==> src/rtl/fbt_pkg.sv <==
// ----------------------------------------------------------------------------
// fbt_pkg
// Shared types and constants for the FEC block tracker.
// ----------------------------------------------------------------------------
package fbt_pkg;

   // sizing of the per-class table and header fields
   localparam int CLASS_BITS  = 3;
   localparam int BLOCK_BITS  = 5;
   localparam int MAX_K       = 64;
   localparam int NUM_CLASSES = 1 << CLASS_BITS;
   localparam int K_BITS      = 7;
   localparam int CNT_BITS    = 8;

   localparam logic [CNT_BITS-1:0] CNT_MAX   = '1;
   localparam logic [CNT_BITS-1:0] MAX_K_CNT = CNT_BITS'(MAX_K);

   // command codes on the result beat
   typedef enum logic [1:0] {
      CMD_IDLE    = 2'd0,
      CMD_RELEASE = 2'd1,
      CMD_DECODE  = 2'd2,
      CMD_BYPASS  = 2'd3
   } cmd_type;

   // one packet header
   typedef struct packed {
      logic                  bypass;
      logic [K_BITS-1:0]     code_k;
      logic [CNT_BITS-1:0]   packet_number;
      logic [BLOCK_BITS-1:0] block_number;
      logic [CLASS_BITS-1:0] class_sel;
   } hdr_type;

   // one per-class tracking entry
   typedef struct packed {
      logic [BLOCK_BITS-1:0] block;
      logic [CNT_BITS-1:0]   packet_total;
      logic [CNT_BITS-1:0]   data_total;
   } entry_type;

   // one result
   typedef struct packed {
      cmd_type             command;
      logic                drop;
      logic [CNT_BITS-1:0] released_count;
      logic                is_data;
   } result_type;

endpackage

==> src/rtl/fbt_decide.sv <==
// ----------------------------------------------------------------------------
// fbt_decide
// Per-header decision: drop, command and count, plus the updated class entry.
// ----------------------------------------------------------------------------
module fbt_decide
   import fbt_pkg::*;
(
   input  hdr_type    hdr,
   input  entry_type  entry,
   input  logic       data_wait,
   output result_type result,
   output entry_type  entry_next,
   output logic       entry_write
);

   logic [CNT_BITS-1:0] k;
   logic                is_data;
   logic                fresh;
   logic [CNT_BITS-1:0] ptot_inc;
   logic [CNT_BITS-1:0] dtot_inc;

   // effective code_k, clipped to the largest supported block
   always_comb begin
      if ({1'b0, hdr.code_k} > MAX_K_CNT) begin
         k = MAX_K_CNT;
      end else begin
         k = {1'b0, hdr.code_k};
      end
   end

   assign is_data = hdr.packet_number < k;
   assign fresh   = hdr.block_number != entry.block;

   // saturating counts for a packet in the current block
   assign ptot_inc = (entry.packet_total == CNT_MAX) ? CNT_MAX
                                                     : entry.packet_total + 1'b1;
   always_comb begin
      if (is_data && entry.data_total != CNT_MAX) begin
         dtot_inc = entry.data_total + 1'b1;
      end else begin
         dtot_inc = entry.data_total;
      end
   end

   // decision
   always_comb begin
      result.is_data = is_data;
      entry_next     = entry;
      entry_write    = 1'b0;

      if (hdr.bypass) begin
         result.command        = CMD_BYPASS;
         result.drop           = 1'b1;
         result.released_count = '0;
      end else if (fresh) begin
         // new block: report the old block and restart counting
         result.drop           = 1'b0;
         result.released_count = entry.packet_total;
         if (entry.packet_total < k) begin
            result.command = CMD_RELEASE;
         end else if (data_wait && entry.data_total < k) begin
            result.command = CMD_DECODE;
         end else begin
            result.command = CMD_IDLE;
         end
         entry_next.block        = hdr.block_number;
         entry_next.packet_total = CNT_BITS'(1);
         entry_next.data_total   = CNT_BITS'(is_data);
         entry_write             = 1'b1;
      end else begin
         // same block: drop once the block is complete
         result.drop = data_wait ? (entry.data_total >= k)
                                 : (entry.packet_total >= k);
         result.released_count = ptot_inc;
         if (data_wait) begin
            result.command = (dtot_inc == k && is_data) ? CMD_RELEASE : CMD_IDLE;
         end else if (ptot_inc != k) begin
            result.command = CMD_IDLE;
         end else begin
            result.command = (dtot_inc == k) ? CMD_RELEASE : CMD_DECODE;
         end
         entry_next.packet_total = ptot_inc;
         entry_next.data_total   = dtot_inc;
         entry_write             = 1'b1;
      end
   end

endmodule

==> src/rtl/fec_block_tracker_top.sv <==
// A request beat goes from the input register to the result register and out
// as its response beat. One header per cycle while rsp_stall is low; the class
// table is read and written in the decision stage, so back-to-back headers of
// one class see fresh counts. Reset (synchronous, active high) empties both
// pipeline registers, clears every class entry to zero and sets data-wait to 1.
// ----------------------------------------------------------------------------
// fec_block_tracker_top
// Per-class FEC block tracker: input register, decision stage, result register.
// ----------------------------------------------------------------------------
module fec_block_tracker_top
   import fbt_pkg::*;
(
   input  logic                  clock,
   input  logic                  reset,

   input  logic                  csr_wr_en,
   input  logic                  csr_wr_data,

   input  logic                  req_valid,
   output logic                  req_stall,
   input  logic                  req_bypass,
   input  logic [K_BITS-1:0]     req_code_k,
   input  logic [CNT_BITS-1:0]   req_packet_number,
   input  logic [BLOCK_BITS-1:0] req_block_number,
   input  logic [CLASS_BITS-1:0] req_class_sel,

   output logic                  rsp_valid,
   input  logic                  rsp_stall,
   output logic [1:0]            rsp_command,
   output logic                  rsp_drop,
   output logic [CNT_BITS-1:0]   rsp_released_count,
   output logic                  rsp_is_data
);

   logic       wait_ff;
   logic       s1_valid_ff;
   hdr_type    s1_hdr_ff;
   logic       rsp_valid_ff;
   result_type rsp_ff;
   entry_type  table_ff [NUM_CLASSES];

   logic       out_ready;
   entry_type  entry_cur;
   entry_type  entry_in;
   logic       entry_write;
   result_type result_in;

   // output register frees up when empty or taken
   assign out_ready = !rsp_valid_ff || !rsp_stall;
   assign req_stall = s1_valid_ff && !out_ready;

   assign entry_cur = table_ff[s1_hdr_ff.class_sel];

   fbt_decide u_decide (
      .hdr         (s1_hdr_ff),
      .entry       (entry_cur),
      .data_wait   (wait_ff),
      .result      (result_in),
      .entry_next  (entry_in),
      .entry_write (entry_write)
   );

   // control, config and class table
   always_ff @(posedge clock) begin
      if (reset) begin
         wait_ff      <= 1'b1;
         s1_valid_ff  <= 1'b0;
         rsp_valid_ff <= 1'b0;
         for (int i = 0; i < NUM_CLASSES; i++) begin
            table_ff[i] <= '0;
         end
      end else begin
         if (csr_wr_en) begin
            wait_ff <= csr_wr_data;
         end
         if (!req_stall) begin
            s1_valid_ff <= req_valid;
         end
         if (out_ready) begin
            rsp_valid_ff <= s1_valid_ff;
            if (s1_valid_ff && entry_write) begin
               table_ff[s1_hdr_ff.class_sel] <= entry_in;
            end
         end
      end
   end

   // payload registers
   always_ff @(posedge clock) begin
      if (!req_stall && req_valid) begin
         s1_hdr_ff.bypass        <= req_bypass;
         s1_hdr_ff.code_k        <= req_code_k;
         s1_hdr_ff.packet_number <= req_packet_number;
         s1_hdr_ff.block_number  <= req_block_number;
         s1_hdr_ff.class_sel     <= req_class_sel;
      end
      if (out_ready && s1_valid_ff) begin
         rsp_ff <= result_in;
      end
   end

   assign rsp_valid          = rsp_valid_ff;
   assign rsp_command        = rsp_ff.command;
   assign rsp_drop           = rsp_ff.drop;
   assign rsp_released_count = rsp_ff.released_count;
   assign rsp_is_data        = rsp_ff.is_data;

endmodule

==> config.mk <==
export PLATFORM = sky130hd
export DESIGN_NAME = fec_block_tracker_top
export DESIGN_NICKNAME = d
export VERILOG_FILES = /design/src/rtl/fbt_pkg.sv /design/src/rtl/fbt_decide.sv /design/src/rtl/fec_block_tracker_top.sv
export SDC_FILE = /design/constraint.sdc
export NUM_CORES = 1
export LEC_CHECK = 0
export BUFFER_PORTS_ARGS = -buffer_cell sky130_fd_sc_hd__buf_2
export CORE_MARGIN = 10
export CORE_UTILIZATION = 51
export DETAILED_ROUTE_END_ITERATION = 8
export GPL_TIMING_DRIVEN = 0
export PLACE_DENSITY_LB_ADDON = 0.3
export SYNTH_ARGS = -nofsm -noshare
export SYNTH_HDL_FRONTEND = slang
export SYNTH_SLANG_ARGS = --single-unit
==> constraint.sdc <==
create_clock -name clock -period 4.6 [get_ports clock]
set_input_delay 0.46 -clock clock [delete_from_list [all_inputs] [get_ports clock]]
set_output_delay 0.46 -clock clock [all_outputs]
set_load 0.005 [all_outputs]
; ---- Word-level counts from Yosys, hierarchy flattened
; Memories as Yosys holds them, arrays and structs flattened. A register that Yosys moved wholly into a read port is not among the register bits.
; Index checks and enable logic that the tools add are counted.
[totals]
wordCells = 64
in_bits = 30
ram_bits = 168
regBits = 39
mem_count = 1
[op_classes]
magnitude_cmp = 6
add_sub_neg = 2
eq_ne = 5
muxes = 25
reduce_logical = 13
[mem_list]
columns = name, depth, width, rd, rd_clocked_by_memory_dff, write_ports, line_no
row1 = table_ff, 8, 21, 1, 1, 8, fec_block_tracker_top.sv:40  ; entry_type table_ff [NUM_CLASSES];
[ops]
columns = operator, n
row1 = $mux W21, 2
row2 = $lt A8 B7 Y1, 3
row3 = $reduce_or A21 Y1, 1
row4 = $add A8 B1 Y8 const B, 2
row5 = $ge A8 B7 Y1, 2
row6 = $mux W16, 1
row7 = $mux W8, 2
row8 = $mux W11, 1
row9 = $mux W1, 10
row10 = $mux W2, 5
row11 = $eq A8 B7 Y1, 1
row12 = $eq A8 B8 Y1 const B, 1
row13 = $ne A8 B7 Y1, 1
row14 = $ne A8 B8 Y1 const B, 1
row15 = $gt A7 B7 Y1 const B, 1
row16 = $logic_and A1 B1 Y1, 7
row17 = $mux W7, 1
row18 = $mux W3, 2
row19 = $mux W5, 1
row20 = $ne A5 B5 Y1, 1
row21 = $logic_not A1 Y1, 4
row22 = $logic_or A1 B1 Y1, 1

; ---- Logic depth before layout (Yosys ltp)
[logic_depth]
depth_word = 10
ltp_mapped = 16
mapped_depth_nobuf = 11

; ---- By module
; Synthesis repeated with hierarchy kept, for this count alone.
[unflattened]
cells_unflattened = 792
hier_area_um2 = 11023.1
[by_module_without_submodules]
columns = mod, area_each_um2, cells_per_inst, n_inst
row1 = fec_block_tracker_top, 9146.3, 509, 1
row2 = fbt_decide, 1876.8, 283, 1

; ---- Worst setup path before layout
; OpenSTA, ideal clock, no wires.
[synth_timing]
path_type = register to register
start = register with a tool-made name
end = register rsp_ff (netlist bit rsp_drop) (data pin)
n_path_buf = 3
path_slack_ns = 0.944
stages_incl_launch_ff = 14
t_arrival_ns = 3.400
path_cell_list = dfxtp_1 -> buf_6 -> buf_6 -> buf_6 -> mux4_2 -> mux2_2 -> ha_1 -> nor2b_1 -> o21a_1 -> o21ai_0 -> a21oi_1 -> a2111oi_0 -> o311ai_0 -> a31o_2
[synth_lines]
columns = item, line_no
row1 = "end signal, assigned", fec_block_tracker_top.sv:98  ; rsp_ff <= result_in;
row2 = "end, declared", fec_block_tracker_top.sv:39  ; result_type rsp_ff;

==> out/qor.csv <==
metric,value,unit
status,finished clean,
YS warnings,0,
Design Power,4.515,mW
clock buffer depth,3,
IR Drop Worst-Case VDD,0.2332,mV
final critical-path share of the clock period,94.00,%
Comb pwr share,14.5,%
top post-synthesis cells by area,"edfxtp_1 (58%), nor2_1 (6.9%), mux4_2 (6.0%)",
Net Sw Frac,25.82,%
MaxCap Viol Count,0,
# rows,52,
sequential area share after synthesis,59.52,%
Fin Setup TNS,0,ps
diode count,0,
Worst Skew,27.01,ps
most common cell in the netlist,edfxtp_1,
Port Buffer Count,43,
area grow syn2layout,11.78,%
Die Wd,163.4,µm
CP endpoint kind,register,
synthesis-stage register bit count,210,
DR iter-0 viols,762,
Clk pwr share,36.6,%
P_sw,1.166,mW
initial antenna violation count,0,
GRT overflow,0,
DR vias/cell,6.099,
detailed placement HPWL,17.81,mm
Worst-path clk slew,60,ps
first-pass GRT wire length,39.94,mm
Mapped Area,0.01049,mm²
Total Routing Usage GR,19.56,%
PD cells,385.0,mW/mm²
setup ws final,276.0,ps
Synthesized Nets,842,
Slew HR,10.98,%
vias in the first global route,6836,
Fin. Hold Viols,0,
Post-synth EDFFs,204,
"Req. time, crit path",4960,ps
Max Slew Vio Count,0,
post-DR wirelength/cell,22.99,µm
Post-DRT Antenna Nets,0,
Main synth FF type,edfxtp_1,
clk_lat worst skew,530,ps
Leak Pwr,4.277,nW
Mapped Cells,790,
Die H,163.4,µm
Initial Util,51.86,%
DR vias,6977,
CTS root buf,clkbuf_16,
CTS tree,yes,
DRC viols,0,
top cell type's share of synthesized area,58.38,%
internal power,3.350,mW
Final nets,910,
core region area,0.02023,mm²
share of power burned in registers,48.9,%
Setup-failing EPs final,0,
hold buffers post-CTS,0,
critical path peak fanout,10,
io pins,44,
dpl ws,323.1,ps
Placer Congestion,0.8847,
unrepaired setup endpoints after global routing,no,
fraction of layout cells with a size suffix above 1,18.42,%
maximum clock rate,231.3,MHz
post-synth cell types,73,
worst path arrival time,4690,ps
Slew @ Worst Pin,1332,ps
Critical Path Start Type,register,
Min-Delay Path Class,in -> reg,
mean post-synth cell area,13.28,µm²
CTS H-tree depth,1,
Synth area leader,edfxtp_1,
setup bufs post-CTS,0,
WS Path Type,reg -> reg,
Synth async-reset ratio,0,%
final wirelength,26.30,mm
Die ar.,0.02671,mm²
Post-synth top cells,"edfxtp_1 (204), nor2_1 (193), nand2_1 (38)",
# clock sinks,210,
Detailed Routing Iterations Pass 1,6,
Num CTS Buffers,22,
Period minus WS final,4324,ps
largest net degree at the start of global routing,25,
[per-layer routing]
metal | global-route usage (%) | vias to the layer above | share of wire, %
li1 | - | 3127 | -
met1 | 25.60 | 3436 | 40
met2 | 32.41 | 362 | 48
met3 | 3.348 | 52 | 9.3
met4 | 6.516 | 0 | 2.9
met5 | 0 | - | 0
[registers in the layout, indices dropped and copies added, names as in the netlist, named ones only]
name	flops
table_ff	168
rsp_drop	1
rsp_command	2
s1_valid_ff	1
rsp_valid	1
rsp_released_count	8
rsp_is_data	1
s1_hdr_ff	24
wait_ff	1
[area by class of cell]
type / count / area [µm²]
buffer: 41 / 281.5
clock buffer: 32 / 598.1
clock inverter: 8 / 73.82
fill: 1605 / 8504
inverter: 21 / 78.83
multi-input combinational: 518 / 3891
sequential: 210 / 6246
tap: 270 / 337.8
timing repair buffer: 44 / 222.7
[worst paths after layout]
kind,from,to,slack (ps),cells after the start
min,req_block_number[0],s1_hdr_ff[3],110,1
min reg2reg,s1_valid_ff,rsp_valid,490,2
max,register,rsp_command[0],280,16
max reg2reg,register,rsp_command[0],280,16
[worst max-delay path: stages (launching register included)]
cell and delay (ps):
dfxtp_1 320, buf_6 180, buf_12 180, buf_12 160, buf_6 180, buf_6 160
mux4_2 320, mux2i_1 530, inv_1 100, ha_1 290, and2_1 170, clkbuf_1 220
and4_1 300, a211o_1 300, nor4_1 310, nand4_1 220, a2bb2oi_1 190
[per-stage QoR]
step           cell area (µm²)  instances  hold slack [ps]  utilization (%)
2_1_floorplan            10490        790            444.0                -
3_3_place_gp             11050       1103            460.4            54.59
3_5_place_dp             11050       1104            498.6            54.63
4_1_cts                  11730       1144            93.80            57.95
5_1_grt                  11730       1144            95.46            57.97
6_report                 11730       1144            108.8            57.97
[layout by cell type, fill, tap and decap left out, types with 3 or more instances in the layout]
cell type and instances:
buf_2 47, xnor2_1 12, inv_1 18, o21ai_1 5, buf_4 3, and2_1 5
clkinv_2 4, a31oi_1 9, o21ai_0 8, a21o_1 5, mux2_2 15, nor2b_1 8
a211oi_1 6, mux2i_2 3, and3_1 4, nand3_1 14, ha_1 22, nand2_1 38
nor3_1 8, nand4_1 7, mux4_1 14, o21a_1 5, mux2i_1 18, clkbuf_16 22
edfxtp_1 204, nand2b_1 4, nor2_1 193, nor4_1 3, dfxtp_1 6, mux2_4 4
a21oi_1 26, mux4_2 28, xor2_1 4, clkbuf_1 29, buf_6 11
[cells by family after synthesis]
family,synth area share [%]
buffers and inverters,3.434
DFF,59.52
muxes,14.02
xor gates and xnor gates,1.335
AOI/OAI and AO/OA,6.236
and+or+nand+nor,12.83
adders and majority gates,2.623
[power by group through the flow]
stage	Combinational (mW)	Clock, mW	Sequential, mW
3_3_place_gp	0.639	0	2.25
6_report	0.655	1.65	2.21
5_1_grt	0.710	1.75	2.21
3_5_place_dp	0.647	0	2.25
2_1_floorplan	0.468	0	2.24
4_1_cts	0.650	1.67	2.21
[what timing repair did]
action,CTS,global route
resized for setup,0,1
endpoints found under the hold margin,0,0
setup endpoints to repair,0,8
(Power assumes the default switching activity.)
